## src/design/osps_pkg.sv

```systemverilog
`timescale 1ns / 1ps

package osps_pkg;

    // Number of cells folded by one first-level reduction group.
    localparam int GROUP_SIZE = 16;

    // Request opcodes.
    localparam logic [1:0] MODE_CLEAR = 2'd0;
    localparam logic [1:0] MODE_ADD   = 2'd1;
    localparam logic [1:0] MODE_QUERY = 2'd2;

    // Result status codes.
    localparam logic [1:0] STATUS_DONE = 2'd0;
    localparam logic [1:0] STATUS_DUP  = 2'd1;
    localparam logic [1:0] STATUS_FULL = 2'd2;

    // Sequencer states.
    typedef enum logic [1:0] {
        ST_IDLE,
        ST_CMP,
        ST_RED,
        ST_FIN
    } t_state;

    // Comparison flags that a cell holds against the request key.
    typedef struct packed {
        logic lt;
        logic eq;
        logic gt;
    } t_cell_flags;

endpackage

```

## src/design/osps_group.sv

```systemverilog
`timescale 1ns / 1ps

module osps_group import osps_pkg::*; #(
    parameter int KEY_BITS = 16
) (
    input  logic                i_clk,
    input  logic [KEY_BITS-1:0] i_key [GROUP_SIZE],
    input  logic                i_sel_p [GROUP_SIZE],
    input  logic                i_sel_s [GROUP_SIZE],
    input  logic                i_eq [GROUP_SIZE],
    output logic [KEY_BITS-1:0] o_pred,
    output logic [KEY_BITS-1:0] o_succ,
    output logic                o_succ_any,
    output logic                o_hit
);

    logic [KEY_BITS-1:0] n_pred;
    logic [KEY_BITS-1:0] n_succ;
    logic                n_succ_any;
    logic                n_hit;

    // At most one cell of the whole row is selected, so a masked OR picks it.
    always_comb begin
        n_pred     = '0;
        n_succ     = '0;
        n_succ_any = 1'b0;
        n_hit      = 1'b0;
        for (int i = 0; i < GROUP_SIZE; i++) begin
            n_pred     = n_pred | (i_key[i] & {KEY_BITS{i_sel_p[i]}});
            n_succ     = n_succ | (i_key[i] & {KEY_BITS{i_sel_s[i]}});
            n_succ_any = n_succ_any | i_sel_s[i];
            n_hit      = n_hit | i_eq[i];
        end
    end

    always_ff @(posedge i_clk) begin
        o_pred     <= n_pred;
        o_succ     <= n_succ;
        o_succ_any <= n_succ_any;
        o_hit      <= n_hit;
    end

endmodule

```

## config.mk

```make
export PLATFORM = sky130hd
export DESIGN_NAME = osps_group
export DESIGN_NICKNAME = d
export VERILOG_FILES = /design/src/design/osps_pkg.sv /design/src/design/osps_group.sv
export SDC_FILE = /design/constraint.sdc
export NUM_CORES = 1
export LEC_CHECK = 0
export ABC_CLOCK_PERIOD_IN_PS = 1900
export BUFFER_PORTS_ARGS = -buffer_cell sky130_fd_sc_hd__buf_2
export CORE_AREA = 5 5 130 132
export CTS_CLUSTER_DIAMETER = 200
export DETAILED_ROUTE_END_ITERATION = 10
export DIE_AREA = 0 0 135 137
export MAX_ROUTING_LAYER = met4
export PLACE_DENSITY = 0.65
export SYNTH_ARGS = -nofsm -noshare
export SYNTH_HDL_FRONTEND = slang
export SYNTH_SLANG_ARGS = --single-unit
```

## constraint.sdc

```tcl
create_clock -name i_clk -period 1.9 [get_ports i_clk]
set_input_delay 0 -clock i_clk [delete_from_list [all_inputs] [get_ports i_clk]]
set_output_delay 0 -clock i_clk [all_outputs]
set_load 0.05 [all_outputs]
```

==> out/metrics.cfg, run 1 <==
[routing]
drtPass1Iterations = 5
drt_iter0_drc = 626
wirelength_mm = 25.44
route.detailed.drc = 0
ant_nets = 0
via_count = 5811
routedWlPerCell_um = 26.22
vias_per_cell = 5.991

[pwr]
p_int_mw = 1.940
leakage_nw = 2.726
p_per_area_nw_per_um2 = 485.6
clkPwrFrac = 0.310
pwr-share-seq = 0.245
p_sw_frac = 0.3425
switchingPower_mw = 1.010
total_power_mw = 2.950
irDropWorstVdd_v = 0.0003563
combPwrFrac = 0.444

[clock_network]
cts_tree = built
postCtsSetupBuffers = 0
cts_buffer_depth = 2
cts_made_buffers = 5
htree_num_levels = 2
cts_root_buffer = clkbuf_16
clk_pin_slew_ns = 0.06
cts_sinks = 34

[cells_and_area]
multi_input_area_um2 = 2517
seqCellArea_um2 = 680.7
n_fill_cell = 1639
layout-drive-gt1-share = 0.4648
area_growth_pct = 65.42
nets = 1057

[worst_hold_path]
hp-class = in2reg

[run_status]
outcome = finished clean

[global_route]
grt_pass1_wl_mm = 35.73
grt_overflow = 0
grt_usage = 0.2644
grt_max_degree = 18
antenna_found_initial = 1
grt_pass1_vias = 5784

[timing]
drv_slew = 0
rsz0062_at_grt = false
tns_ns = 0
clock.fmax_ghz = 0.6363
worst_pin_slew_ns = 0.6933
min_period_ns = 1.572
slew_headroom = 0.5378
setup_viol = 0
hold_violations = 0
fin_crit_sh = 0.8272

[flow_run]
max-cap-violations = 0

[die]
rows = 46
initial_core_util = 0.2354
die_h_um = 137
core_um2 = 15600
pin_count = 339
die_w_um = 135
die_area_um2 = 18500

[logic_synthesis]
syn-instance-count = 396
yosys.area.top_type = a22o_1
avgSynthCellArea_um2 = 9.273
synth_seq_cells = 34
yosys.cell_types.count = 10
syn-num-nets = 701
synth-seq-area-share = 0.1853
synth_top_area_share = 0.3053
syn_area_um2 = 3672
yosysWarnings = 0
netlist_top_cells_area = a22o_1, a221oi_1, dfxtp_1

[setup_path]
path_buf_inv = 2
path_class = in2reg
cp.required_ns = 2.07
crit_fanout = 17
path_delay_family = buffers and inverters
worst_setup_path_end_kind = flip-flop
max_stage_delay_ns = 0.58
slowest_stage = dlygate4sd3_1
path_cells = buf_2 -> a22o_1 -> a221oi_1 -> nand4_1 -> dlygate4sd3_1
worstSetupStartpointType = input pin
critPathArrivalTime_ns = 1.74

[placement]
port_buffers = 338
gp_congestion = 0.9171
dpl.hpwl_mm = 20.43

==> power groups by stage <==
stage / clock network [mW] / registers, mW / logic (mW)
4_1_cts: 0.937 / 0.724 / 1.28
3_3_place_gp: 0 / 0.739 / 1.14
2_1_floorplan: 0 / 0.766 / 0.572
3_5_place_dp: 0 / 0.739 / 1.14
6_report: 0.915 / 0.724 / 1.31
5_1_grt: 0.965 / 0.724 / 1.39
==> worst min-delay path: cells and delay by family <==
family | cells | cell delay, ns
compound gates | 1 | 0.08
buf+inv | 1 | 0.10
simple gates | 1 | 0.08
==> routing by layer <==
metal | part of all wire | vias to the layer above | global-route usage
met2 | 0.45 | 436 | 0.3963
met3 | 0.11 | 66 | 0.06912
met4 | 0.024 | 0 | 0.06495
li1 | - | 2565 | -
met1 | 0.42 | 2744 | 0.3563
met5 | 0 | - | -
==> flip-flops by register name, summed over array words and instances (netlist names) <==
register    flops
o_hit           1
o_pred         16
o_succ         16
o_succ_any      1
==> metrics by stage <==
stage / instance area, um2 / util / hold WS (ns) / cells / setup WS (ns)
floorplan: 3672 / - / 0.1034 / 396 / 1.012
global placement: 5175 / 0.3318 / 0.2119 / 888 / 0.5893
detailed placement: 5175 / 0.3318 / 0.2216 / 888 / 0.5741
CTS: 6072 / 0.3893 / 0.001342 / 969 / 0.3861
global route: 6075 / 0.3895 / 0.004175 / 970 / 0.2693
finish: 6075 / 0.3895 / 0.0005589 / 970 / 0.3283
==> cells in the final DEF (no fill, tap or decap) <==
cell type / count
clkbuf_16: 5
nor4_1: 8
buf_2: 338
dfxtp_1: 34
diode_2: 1
a221oi_2: 2
a221oi_1: 126
nand4_1: 34
buf_4: 2
clkbuf_8: 3
a22o_1: 128
dlygate4sd3_1: 73
==> Yosys cell counts <==
cell type and instances:
a221oi_1 126, a221oi_2 2, a22o_1 128, buf_2 22, buf_6 23, buf_8 3, clkbuf_1 16, dfxtp_1 34
nand4_1 34, nor4_1 8
==> logic make-up after synthesis <==
logic type,Yosys count,synth area share
compound gates,256,0.6140
buf+inv,64,0.1291
simple gates,42,0.07155
flops,34,0.1853
==> worst paths after layout <==
check | from | to | slack (ns) | cells past startpoint
hold / removal | i_key[216] | o_succ[8] | 0.0006 | 3
setup / recovery | i_sel_s[15] | o_succ[10] | 0.33 | 5
==> cell type report <==
cell class / instances / share of cell area
Multi-Input combinational cell: 298 / 0.4144
Timing Repair Buffer: 413 / 0.4012
Sequential cell: 34 / 0.1120
Tap cell: 216 / 0.04449
Clock buffer: 8 / 0.02739
Antenna cell: 1 / 0.0004119
==> timing repair <==
action | in CTS | in global routing
resized for setup | 0 | 0
hold buffers | 73 | 0
endpoints found under the hold margin | 28 | 0
No activity file was read; power rests on OpenSTA's default activity.
==> inputs of run 2 (changes only) <==
Settings changed: ABC_AREA set to 1, ABC_CLOCK_PERIOD_IN_PS 1900 to 1300, CORE_AREA 5 5 130 132 to 5 5 129 131, DIE_AREA 0 0 135 137 to 0 0 134 136, PLACE_DENSITY 0.65 to 0.83.
Clock period 1.9 ns to 1.3 ns, I/O delays scaled along.
==> run 2 against run 1 <==
  * The run now ends with negative hold slack left
  * Design area is 21% higher
  * Total power up 59%
  * Area after synthesis is 57% higher
  * First-iteration DRC count fell by 4.6%
  * Critical path type is now reg2out
  * Critical endpoint is now o_pred[7]
  * Cell count up 79%
  * Via count up 42%
  * Setup slack improved by 0.032 ns
  * Critical path depth is 4 lower
==> out/metrics.cfg, run 2 <==
[pwr]
pwr-share-seq = 0.225
combPwrFrac = 0.429
p_per_area_nw_per_um2 = 639.7
p_int_mw = 2.940
switchingPower_mw = 1.759
leakage_nw = 4.923
p_sw_frac = 0.3744
irDropWorstVdd_v = 0.0009396
clkPwrFrac = 0.346

[setup_path]
path_cells = buf_2
worstSetupStartpointType = flip-flop
path_delay_family = flip-flops
max_stage_delay_ns = 0.37
path_buf_inv = 1
cp.required_ns = 1.30
slowest_stage = dfxtp_1
path_class = reg2out
worst_setup_path_end_kind = primary output
crit_fanout = 1
critPathArrivalTime_ns = 0.94
crit_path_start = o_pred[7]
cp.depth = 1

[cells_and_area]
final_common_cell = nand2_1
layout-drive-gt1-share = 0.2482
final_cell_mix = nand2_1, buf_2, inv_1
largest_registers = o_pred x16, o_succ x16
multi_input_area_um2 = 3721
seqCellArea_um2 = 680.7
nets = 1843
n_fill_cell = 1744
area_growth_pct = 27.33
stdcell_count = 1734

[global_route]
grt_pass1_wl_mm = 38.60
grt_usage = 0.2769
grt_max_degree = 18
antenna_found_initial = 3
grt_overflow = 0
grt_pass1_vias = 7836

[die]
initial_core_util = 0.3726
die_w_um = 134
core_um2 = 15480
die_h_um = 136
rows = 46
pin_count = 339
die_area_um2 = 18220

[timing]
worst_pin_slew_ns = 0.4628
drv_slew = 0
timing.hold.ws_ns = -0.01909
setup_viol = 0
tns_ns = 0
rsz0062_at_grt = false
clock.fmax_ghz = 1.064
slew_headroom = 0.6915
fin_crit_sh = 0.7231
min_period_ns = 0.9400
hold_violations = 1

[clock_network]
cts_resized = 0
cts_made_buffers = 5
htree_num_levels = 2
cts_root_buffer = clkbuf_16
clk_pin_slew_ns = 0.06
cts_sinks = 34
cts_buffer_depth = 2
cts_tree = built
postCtsSetupBuffers = 0

[logic_synthesis]
synth_seq_cells = 34
synth-seq-area-share = 0.1180
yosys.cell_types.count = 12
yosys.area.top_type = nand2_1
yosysWarnings = 0
avgSynthCellArea_um2 = 4.623
yosysMostFrequentCell = nand2_1
syn-instance-count = 1248
synth_edf_count = 0
synthArstFlopShare = 0
netlist_top_cells_area = nand2_1, dfxtp_1, buf_6
synth_top_cells_by_count = nand2_1, inv_1, nor2_1
synth_top_area_share = 0.5361
syn-num-nets = 1553
syn_area_um2 = 5769
synth_top_flop_cell = dfxtp_1

[worst_hold_path]
hp-class = in2reg
worstHoldStart = i_eq[10]
hold_depth = 5

[run_status]
outcome = finished with violations
violations = negative hold slack

[flow_run]
max-cap-violations = 0

[routing]
drt_iter0_drc = 597
vias_per_cell = 4.745
routedWlPerCell_um = 14.59
ant_nets = 0
route.detailed.drc = 0
via_count = 8227
wirelength_mm = 25.30
drtPass1Iterations = 6

[placement]
gp_congestion = 0.9982
dpl.hpwl_mm = 20.83
dp.cells = 1714
port_buffers = 338

-- run 2: changes by cell type after synthesis, moves of 3 or more --
| cell | delta |
|---|---|
| buf_4 | +3 |
| nor4_1 | -8 |
| clkbuf_1 | -16 |
| nor2_1 | +84 |
| a22o_1 | -128 |
| nand2_2 | +18 |
| buf_6 | +28 |
| buf_8 | -3 |
| a221oi_1 | -126 |
| clkinv_1 | +27 |
| buf_2 | -14 |
| nand2_1 | +824 |
| inv_2 | +18 |
| inv_1 | +147 |
-- run 2: logic make-up after synthesis --
family / count (synthesis) / synth area share
buf+inv: 256 / 0.2370
flops: 34 / 0.1180
simple gates: 958 / 0.6450
-- run 2: repair_timing --
action,in CTS,in global routing
endpoints found under the setup margin,0,1
hold buffers,16,0
hold endpoints to repair,1,0
-- run 2: routing by layer --
layer / GRT usage / vias up / part of all wire / routed length, um
met5: - / - / 0 / 0
met4: 0.1194 / 0 / 0.042 / 1056
met3: 0.05959 / 74 / 0.10 / 2643
met2: 0.4733 / 462 / 0.47 / 12000
met1: 0.3136 / 3546 / 0.38 / 9599
li1: - / 4145 / - / -
-- run 2: final timing paths --
kind	slack [ns]	endpoint
worst max-delay path	0.36	o_pred[7]
worst min-delay path	-0.02	o_hit
-- run 2: area by class of cell --
type	instances	share of cell area
tap	192	0.03270
antenna	3	0.001022
inverter	192	0.09811
clock inverter	3	0.009368
timing repair buffer	347	0.2425
clock buffer	5	0.01703
multi-input combinational	958	0.5066
sequential	34	0.09266
-- run 2: worst min-delay path: stages --
cell and delay (ns):
buf_2 0.08, nor2_1 0.03, nand2_1 0.04, nor2_1 0.04, nand2_1 0.04
-- run 2: through the flow --
step	util	area, um2	power (mW)	setup WS (ns)	hold WS (ns)
5_1_grt	0.4745	7346	5.057	0.3380	0.01155
2_1_floorplan	-	5769	2.350	0.6431	0.1572
3_3_place_gp	0.4556	7054	3.029	0.2976	0.2612
4_1_cts	0.4785	7408	4.754	0.02876	0.001352
3_5_place_dp	0.4556	7054	3.055	0.2414	0.2616
6_report	0.4745	7346	4.699	0.3600	-0.01909
-- run 2: power by group through the flow --
| stage | logic, mW | registers (mW) | clock network [mW] |
|---|---|---|---|
| 2_1_floorplan | 1.23 | 1.12 | 0 |
| 3_3_place_gp | 1.95 | 1.08 | 0 |
| 3_5_place_dp | 1.97 | 1.08 | 0 |
| 4_1_cts | 2.02 | 1.06 | 1.68 |
| 5_1_grt | 2.29 | 1.06 | 1.72 |
| 6_report | 2.02 | 1.06 | 1.62 |
