**src/design/osps_pkg.sv**
```systemverilog
`timescale 1ns / 1ps

package osps_pkg;

    // Number of cells folded by one first-level reduction group.
    localparam int GROUP_SIZE = 16;

    // Request opcodes.
    localparam logic [1:0] MODE_CLEAR = 2'd0;
    localparam logic [1:0] MODE_ADD   = 2'd1;
    localparam logic [1:0] MODE_QUERY = 2'd2;

    // Result status codes.
    localparam logic [1:0] STATUS_DONE = 2'd0;
    localparam logic [1:0] STATUS_DUP  = 2'd1;
    localparam logic [1:0] STATUS_FULL = 2'd2;

    // Sequencer states.
    typedef enum logic [1:0] {
        ST_IDLE,
        ST_CMP,
        ST_RED,
        ST_FIN
    } t_state;

    // Comparison flags that a cell holds against the request key.
    typedef struct packed {
        logic lt;
        logic eq;
        logic gt;
    } t_cell_flags;

endpackage

```
**src/design/osps_cell.sv**
```systemverilog
`timescale 1ns / 1ps

module osps_cell import osps_pkg::*; #(
    parameter int KEY_BITS = 16
) (
    input  logic                i_clk,
    input  logic                i_cmp_en,
    input  logic                i_occ,
    input  logic [KEY_BITS-1:0] i_query_key,
    input  logic                i_shift_en,
    input  logic                i_prev_lt,
    input  logic [KEY_BITS-1:0] i_prev_key,
    output logic [KEY_BITS-1:0] o_key,
    output t_cell_flags         o_flags
);

    logic [KEY_BITS-1:0] r_key;
    logic [KEY_BITS-1:0] n_key;
    t_cell_flags         r_flags;
    t_cell_flags         n_flags;

    // Compare the held key against the broadcast request key.
    always_comb begin
        n_flags.lt = i_occ && (r_key < i_query_key);
        n_flags.eq = i_occ && (r_key == i_query_key);
        n_flags.gt = i_occ && (r_key > i_query_key);
    end

    // On an insertion, smaller keys stay, the first cell without a smaller key
    // takes the new key and every later cell takes its left neighbour's key.
    always_comb begin
        n_key = r_key;
        if (i_shift_en && !r_flags.lt) begin
            if (i_prev_lt) begin
                n_key = i_query_key;
            end else begin
                n_key = i_prev_key;
            end
        end
    end

    always_ff @(posedge i_clk) begin
        r_key <= n_key;
        if (i_cmp_en) begin
            r_flags <= n_flags;
        end
    end

    assign o_key   = r_key;
    assign o_flags = r_flags;

endmodule

```
**config.mk**
```make
export PLATFORM = sky130hd
export DESIGN_NAME = osps_cell
export DESIGN_NICKNAME = d
export VERILOG_FILES = /design/src/design/osps_pkg.sv /design/src/design/osps_cell.sv
export SDC_FILE = /design/constraint.sdc
export NUM_CORES = 1
export LEC_CHECK = 0
export ABC_CLOCK_PERIOD_IN_PS = 5100
export BUFFER_PORTS_ARGS = -buffer_cell sky130_fd_sc_hd__buf_2
export CAP_MARGIN = 30
export CORE_ASPECT_RATIO = 0.9
export CORE_MARGIN = 5
export CORE_UTILIZATION = 41
export DETAILED_ROUTE_END_ITERATION = 10
export PLACE_DENSITY_LB_ADDON = 0.08
export SYNTH_ARGS = -nofsm -noshare
export SYNTH_HDL_FRONTEND = slang
export SYNTH_SLANG_ARGS = --single-unit
export TNS_END_PERCENT = 20
```
**constraint.sdc**
```tcl
create_clock -name i_clk -period 5.1 [get_ports i_clk]
set_input_delay 0.765 -clock i_clk [delete_from_list [all_inputs] [get_ports i_clk]]
set_output_delay 0.765 -clock i_clk [all_outputs]
set_load 0.1 [all_outputs]
```
==> results of run 1 <==
[how the worst max path moves through the flow]
stage,end,slack (ns),startpoint,depth (start not counted)
floorplan,o_flags[2],2.59,o_key[11],5
global placement,o_flags[2],2.61,i_query_key[14],7
detailed placement,o_flags[2],2.57,i_query_key[14],7
CTS,o_flags[2],2.90,i_query_key[11],7
global route,o_flags[2],2.83,i_query_key[14],7
finish,o_flags[2],2.90,i_query_key[11],7
[power by group]
| group | switching, mW | internal, mW |
|---|---|---|
| clock | 0.0468 | 0.0304 |
| sequential | 0.00417 | 0.184 |
| combinational | 0.0978 | 0.0381 |
[placed cells by master (no fill, tap or decap)]
master	synthesis	routed
buf_2	1	55
edfxtp_1	19	19
inv_1	17	17
mux2_2	16	16
ha_1	16	16
a21oi_1	6	6
nand2_1	4	4
nand4_1	3	3
o21ai_0	3	3
clkbuf_4	0	3
nor2b_1	2	2
nand3_1	1	1
nor2_1	1	1
a221oi_1	1	1
nand2b_1	1	1
o211ai_1	1	1
or4_4	1	1
a21o_1	1	1
and4_1	1	1
nor3_1	1	1
a31oi_1	1	1
clkbuf_1	1	1
buf_4	0	1
[layout make-up]
cell class / count / area (um^2)
multi-input combinational: 60 / 542
sequential: 19 / 571
tap: 40 / 50.0
fill: 276 / 1230
timing repair buffer: 56 / 283
clock buffer: 4 / 26.3
inverter: 17 / 63.8
[cells by family after synthesis]
kind of cell / count (synthesis) / synth area share [%]
buf+inv: 19 / 6.12
flops: 19 / 48.2
mux: 16 / 15.2
fa+ha+maj: 16 / 16.9
simple gates: 15 / 7.29
compound gates: 13 / 6.34
[sequential cells by signal, indices dropped and copies added, names as in the netlist]
signal / flops
o_flags: 3
o_key: 16
[metal layers]
metal / GRT usage (%) / share of wire [%]
met5: 0 / 0
met4: 5.22 / 1.6
met3: 3.89 / 8.4
met2: 21.9 / 47
met1: 15.6 / 43
[critical path, cell delays in order]
cell	delay, ns
buf_2	0.08
inv_1	0.04
ha_1	0.30
nand4_1	0.14
or4_4	0.57
a21o_1	0.18
and4_1	0.19
==> metrics, run 1 <==
outcome=completed; worst slew pin tran=0.490 ns; crit path DAT=2.27 ns; Final WS setup=2.90 ns; clock buffer depth=2; Worst-Skew Late Latency=0.30 ns; DP Area=0.00151 mm^2; Synth cell types=21; Ant. Diodes=0; Setup-failing EPs final=0; Area contributors post-synth=edfxtp_1, ha_1, mux2_2, inv_1, a21oi_1; Synthesized Nets=151; Placed Instances=192; Tcrit/Tclk final=43.2%; hold depth=1; layout cells sized above 1=48.7%; Synth Area per Inst=12.1 um^2; top cells by count, synth=edfxtp_1, inv_1, ha_1, mux2_2, a21oi_1; starting density of the core=42.8%; maxcap violations=0; register area share after synthesis=48.2%; area grow syn2layout=29.6%; Routed WL=2380 um; initial antenna violation count=0; NumNets Final=210; DR pass1 iterations=2; Die H=61 um; Crit Path Category=input pin to flip-flop; number of synthesized flops with an enable pin=19; Hold Vio Cnt, Final=0; Worst Hold End=o_flags[0]; final cell count without fillers=196; post_cts resized=0; cell taking the most area after synthesis=edfxtp_1; RSZ-0062 raised after global routing=false; via/cell ratio=4.68; Hold WC Path Type=input pin to flip-flop; Fmax achieved=0.454 GHz; gr ovfl total=0; pin count of the biggest net entering global routing=17; PwrDens=262 mW/mm^2; top-count cell post-synth=edfxtp_1; vias in the first global route=948; post-synth top area share=48.2%; row count=18; DP Worst Slack=2.57 ns; Slew headroom=67.5%; Min Hold Slack=0.703 ns; die width=66.7 um; fin. max-slew vios=0; via count=917; first-pass GRT wire length=3980 um; number of levels in the clock H-tree=1; DR iter-0 viols=41; largest fanout on the critical path=3; CTS Root Cell=clkbuf_4; main flop type after synthesis=edfxtp_1; YS warnings=0; Routed wire per std cell=12.2 um; total power draw=0.402 mW; crit path launch type=input pin; DP HPWL=1950 um; R2R Setup Slk=3.05 ns; DRC Markers=0; clock skew=0.00351 ns; Setup TNS=0 ns; Crit Reg-Reg Endpoint=o_flags[2]; Post-Layout Inst Area=0.00154 mm^2; Die Area=0.00407 mm^2; count of input and output buffers=55; GRT Total Usage=13.0%; Syn Inst Count=98; async set-reset flop share out of synthesis=0%; critical path endpoint category=flip-flop; Core Box Area=0.00277 mm^2; worst endpoint required time=5.17 ns; Routed Antenna Nets=0; RR Startpoint=o_key[11]; CTS clk-pin slew, worst paths=0.11 ns; Post-CTS Setup Inserts=0; Inserted Clock Buffers=3; hold-fix buffers at CTS=0; Top Ports=56; Worst R2R Path Depth=5; post-route core utilization=55.4%; post-synthesis register bit count=19; LEAKAGE=0.740 nW; post-route minimum period=2.20 ns; CTS tree=done; Peak supply drop=0.139 mV; Syn Std Cell Area=0.00118 mm^2; min-delay src=i_cmp_en; Routability Congestion=0.742; CTS sink cnt=19
(Power assumes the default switching activity.)
==> run 2, diff against run 1 <==
- ABC_CLOCK_PERIOD_IN_PS: 5100 -> 1900
- clock period: 5.1 -> 1.9 ns (I/O delays scaled with it)
==> metrics, run 2 (synthesized netlist as in run 1, its figures left out) <==
Peak supply drop=0.279 mV (was 0.139 mV); Psw=0.405 mW (was 0.149 mW); Routed WL=2540 um (was 2380 um); Final WS setup=-0.0455 ns (was 2.90 ns); DR pass1 iterations=4 (was 2); total power draw=1.10 mW (was 0.402 mW); CP bufs+invs=0 (was 2); Hold WC Path Type=input pin to flip-flop (unchanged); worst endpoint required time=1.96 ns (was 5.17 ns); gr ovfl total=0 (unchanged); CTS sink cnt=19 (unchanged); Inserted Clock Buffers=3 (unchanged); pin count of the biggest net entering global routing=17 (unchanged); vias in the first global route=1006 (was 948); post-route minimum period=1.95 ns; Largest stage delay, worst path=0.55 ns (was 0.57 ns); maxcap violations=0 (unchanged); worst slew pin tran=0.494 ns (was 0.490 ns); die width=66.7 um (unchanged); post-route core utilization=58.1% (was 55.4%); Setup-failing EPs final=1 (was 0); most common cell after layout, fill and taps aside=buf_2 (unchanged); CTS tree=done (unchanged); Die Area=0.00407 mm^2 (unchanged); Routability Congestion=0.738 (was 0.742); Slew headroom=67.3% (was 67.5%); sw frac=36.9% (was 37.0%); Fmax achieved=0.514 GHz; number of levels in the clock H-tree=1 (unchanged); Int Power=0.692 mW (was 0.253 mW); crit path DAT=2.00 ns (was 2.27 ns); RSZ-0062 raised after global routing=true (was false); DP Worst Slack=-0.0504 ns (was 2.57 ns); area of the multi-input gates=586 um^2 (was 542 um^2); Worst-Skew Late Latency=0.29 ns (was 0.30 ns); Routed wire per std cell=12.7 um (was 12.2 um); Ant. Diodes=0 (unchanged); DP HPWL=2090 um (was 1950 um); initial antenna violation count=0 (unchanged); critical path endpoint category=flip-flop (unchanged); combinational share of power=35.2% (was 33.8%); crit path cell chain=ha_4 > nand4_1 > or4_4 > a21o_1 > and4_1 (was buf_2 > inv_1 > ha_1 > nand4_1 > or4_4 > a21o_1 > and4_1); # fillers=252 (was 276); PwrDens=682 mW/mm^2 (was 262 mW/mm^2); Hold Vio Cnt, Final=0 (unchanged); Crit Path Category=flip-flop to flip-flop (was input pin to flip-flop); CTS clk-pin slew, worst paths=0.11 ns (about the same); Placed Instances=194 (was 192); count of input and output buffers=55 (unchanged); final cell count without fillers=200 (was 196); largest fanout on the critical path=3 (unchanged); GRT Total Usage=13.9% (was 13.0%); Reg power frac=46.3% (was 46.9%); clock skew=0.00186 ns (was 0.00351 ns); fin. max-slew vios=0 (unchanged); LEAKAGE=0.758 nW (was 0.740 nW); Tcrit/Tclk final=102%; Top Ports=56 (unchanged); most frequent cells in the layout=buf_2, edfxtp_1, inv_1, mux2_2, ha_1 (unchanged); Die H=61 um (unchanged); register area=571 um^2 (unchanged); first-pass GRT wire length=4230 um (was 3980 um); area grow syn2layout=35.8% (was 29.6%); outcome=complete, but fails checks (was completed); Core Box Area=0.00277 mm^2 (unchanged); DRC Markers=0 (unchanged); CTS Root Cell=clkbuf_4 (unchanged); NumNets Final=214 (was 210); failing checks=setup timing; Routed Antenna Nets=0 (unchanged); starting density of the core=42.8% (unchanged); clock network power share=18.5% (was 19.2%); clock buffer depth=2 (unchanged); via/cell ratio=4.54 (was 4.68); layout cells sized above 1=52.5% (was 48.7%); DR iter-0 viols=23 (was 41); max reg flops=16 (unchanged); row count=18 (unchanged); via count=908 (was 917); hold-fix buffers at CTS=0 (unchanged); crit path launch type=flip-flop (was input pin); Crit-path slowest cell=or4_4 (unchanged); crit-path leading delay family=simple AND/OR/NAND/NOR gates (unchanged)
[run 2: cell count changes in the layout (fill, tap and decap cells not counted), sizes merged]
cell / change
buf: +4
[run 2: area by class of cell]
| cell class | count | share of cell area, % |
|---|---|---|
| clock buffer | 4 | 1.63 |
| inverter | 17 | 3.97 |
| sequential | 19 | 35.5 |
| multi-input combinational | 60 | 36.4 |
| timing repair buffer | 60 | 19.4 |
| tap | 40 | 3.11 |
[run 2: power by group through the flow]
stage	combinational, mW	sequential, mW	clock [mW]
floorplan	0.106	0.696	0
global placement	0.377	0.516	0
detailed placement	0.381	0.518	0
CTS	0.386	0.508	0.220
global route	0.417	0.512	0.238
finish	0.386	0.508	0.203
[run 2: per-stage QoR]
step	hold WS [ns]	area, um^2	TNS [ns]
after floorplan	0.397	1210	-4.00
after global placement	0.527	1550	0
after detailed placement	0.532	1550	-0.0675
after CTS	0.218	1590	-0.0836
after global routing	0.214	1610	-0.254
final	0.227	1610	-0.0455
[run 2: timing repair]
item / in CTS / in global routing
endpoints found under the hold margin: 0 / 0
gates resized for setup: 0 / 3
pin swaps: 3 / 1
setup buffers: 2 / 0
setup endpoints to repair: 2 / 3
[run 2: path summary, 6_finish.rpt]
path                   start         end  slack, ns  depth (start not counted)
setup reg to reg   o_key[13]  o_flags[2]      -0.05                          5
hold reg to reg   o_flags[2]    o_key[0]       0.79                          2
hold / removal      i_cmp_en  o_flags[0]       0.23                          1
setup / recovery   o_key[13]  o_flags[2]      -0.05                          5
[run 2: layer usage]
layer  vias to the layer above  part of all wire [%]  global-route usage [%]
li1                        482                     -                       -
met1                       393                    43                    16.6
met2                        29                    49                    24.4
met3                         4                   6.8                    3.70
met4                         0                   1.0                    4.93
met5                         -                     0                       0
[run 2: worst reg2reg max path, stage by stage (launching register included)]
cell and delay, ns:
edfxtp_1 0.44, ha_4 0.29, nand4_1 0.11, or4_4 0.55, a21o_1 0.19, and4_1 0.14
==> run 3, diff against run 2 <==
- CORE_UTILIZATION: 41 -> 39
- PLACE_DENSITY: not set -> 0.72
- PLACE_DENSITY_LB_ADDON: 0.08 -> not set
==> metrics, run 3 (synthesized netlist as in run 1, its figures left out) <==
outcome=complete, but fails checks (unchanged); failing checks=setup timing (unchanged); Psw=0.414 mW (was 0.405 mW); Final WS setup=-0.0380 ns (was -0.0455 ns); Die Area=0.00424 mm^2 (was 0.00407 mm^2); # fillers=289 (was 252); Routed wire per std cell=13.0 um (was 12.7 um); Reg power frac=46.0% (was 46.3%); NumNets Final=214 (unchanged); max reg flops=16 (unchanged); wl on met1=1070 um (was 1100 um); sw frac=37.5% (was 36.9%); Hold Vio Cnt, Final=0 (unchanged); Worst-Skew Late Latency=0.30 ns (was 0.29 ns); post-route minimum period=1.94 ns (was 1.95 ns); maxcap violations=0 (unchanged); Fmax achieved=0.516 GHz (was 0.514 GHz); via count=934 (was 908); pin count of the biggest net entering global routing=17 (unchanged); first-pass GRT wire length=4240 um (was 4230 um); Routed WL=2620 um (was 2540 um); Crit Path Category=flip-flop to flip-flop (unchanged); DR iter-0 viols=21 (was 23); post_cts resized=0 (unchanged); Top Ports=56 (unchanged); CTS Root Cell=clkbuf_4 (unchanged); Hold WC Path Type=input pin to flip-flop (unchanged); area grow syn2layout=34.4% (was 35.8%); Die H=62.3 um (was 61 um); worst endpoint required time=1.97 ns (was 1.96 ns); register area=571 um^2 (unchanged); Post-Layout Inst Area=0.00159 mm^2 (was 0.00161 mm^2); DR pass1 iterations=4 (unchanged); starting density of the core=39.6% (was 42.8%); crit path DAT=2.01 ns (was 2.00 ns); fin. max-slew vios=0 (unchanged); Slew headroom=67.2% (was 67.3%); LEAKAGE=0.758 nW (about the same); Ant. Diodes=0 (unchanged); number of levels in the clock H-tree=1 (unchanged); clock network power share=19.3% (was 18.5%); GRT Total Usage=13.0% (was 13.9%); DP HPWL=2190 um (was 2090 um); RSZ-0062 raised after global routing=true (unchanged); Setup-failing EPs final=1 (unchanged); most common cell after layout, fill and taps aside=buf_2 (unchanged); count of input and output buffers=55 (unchanged); PwrDens=693 mW/mm^2 (was 682 mW/mm^2); post-route core utilization=53.2% (was 58.1%); CTS sink cnt=19 (unchanged); hold-fix buffers at CTS=0 (unchanged); WL met2=1330 um (was 1250 um); Inserted Clock Buffers=3 (unchanged); DP Area=0.00156 mm^2 (was 0.00155 mm^2); total power draw=1.10 mW (about the same); gr ovfl total=0 (unchanged); top sig layer=met4 (unchanged); Peak supply drop=0.319 mV (was 0.279 mV); area of the multi-input gates=567 um^2 (was 586 um^2); vias in the first global route=1007 (was 1006); crit path launch type=flip-flop (unchanged); Routed Antenna Nets=0 (unchanged); largest fanout on the critical path=3 (unchanged); worst slew pin tran=0.496 ns (was 0.494 ns); DRC Markers=0 (unchanged); Int Power=0.690 mW (was 0.692 mW); initial antenna violation count=0 (unchanged); die width=68.1 um (was 66.7 um); Tcrit/Tclk final=102% (about the same); Core Box Area=0.00300 mm^2 (was 0.00277 mm^2); met3 routed WL=168 um (was 174 um); combinational share of power=34.7% (was 35.2%); CTS clk-pin slew, worst paths=0.11 ns (about the same); critical path endpoint category=flip-flop (unchanged); CTS tree=done (unchanged); DP Worst Slack=-0.0383 ns (was -0.0504 ns); clock skew=0.00254 ns (was 0.00186 ns); via/cell ratio=4.62 (was 4.54); most frequent cells in the layout=buf_2, edfxtp_1, inv_1, mux2_2, ha_1 (unchanged); row count=19 (was 18); Routability Congestion=0.753 (was 0.738); layout cells sized above 1=51.2% (was 52.5%); clock buffer depth=2 (unchanged)
==> run 3: changes by cell type in the layout (fill, tap and decap cells not counted) <==
cell	delta
a31oi_1	+1
a31oi_2	-1
ha_1	+1
ha_4	-1
o21ai_0	+1
o21ai_1	-1
==> run 3: cell type report <==
| cell class | instances | area share [%] |
|---|---|---|
| timing repair buffer | 60 | 19.6 |
| clock buffer | 4 | 1.65 |
| multi-input combinational | 60 | 35.6 |
| inverter | 17 | 4.01 |
| sequential | 19 | 35.8 |
| tap | 42 | 3.30 |
==> run 3: through the flow <==
stage                     hold slack, ns  TNS, ns  std cells
final                              0.209  -0.0380        202
after CTS                          0.205  -0.0547        201
after detailed placement           0.523  -0.0383        197
after global placement             0.521        0        197
after global routing               0.190   -0.158        202
after floorplan                    0.397    -4.00         98
==> run 3: power groups by stage <==
stage               combinational [mW]  clock [mW]  sequential [mW]
floorplan                        0.106           0            0.696
global placement                 0.375           0            0.517
detailed placement               0.383           0            0.519
CTS                              0.385       0.223            0.509
global route                     0.413       0.245            0.511
finish                           0.383       0.213            0.508
==> run 3: critical path, cell delays in order (launching register included) <==
cell and delay, ns:
edfxtp_1 0.44, ha_4 0.29, nand4_1 0.11, or4_4 0.54
a21o_1 0.18, and4_1 0.15
==> run 3: worst paths after layout <==
check / from / end / slack, ns / cells past startpoint
setup / recovery: o_key[14] / o_flags[2] / -0.04 / 5
hold / removal: i_cmp_en / o_flags[2] / 0.21 / 1
setup reg to reg: o_key[14] / o_flags[2] / -0.04 / 5
hold reg to reg: o_flags[2] / o_key[9] / 0.80 / 2
==> run 3: metal layers <==
layer,GRT usage (%),vias to the layer above
met1,15.3,414
met4,5.21,0
li1,-,481
met2,23.3,33
met5,0,-
met3,1.44,6
==> run 3: timing repair <==
item,4_1_cts,5_1_grt
endpoints found under the setup margin,1,2
buffers inserted,0,1
pin swaps,1,0
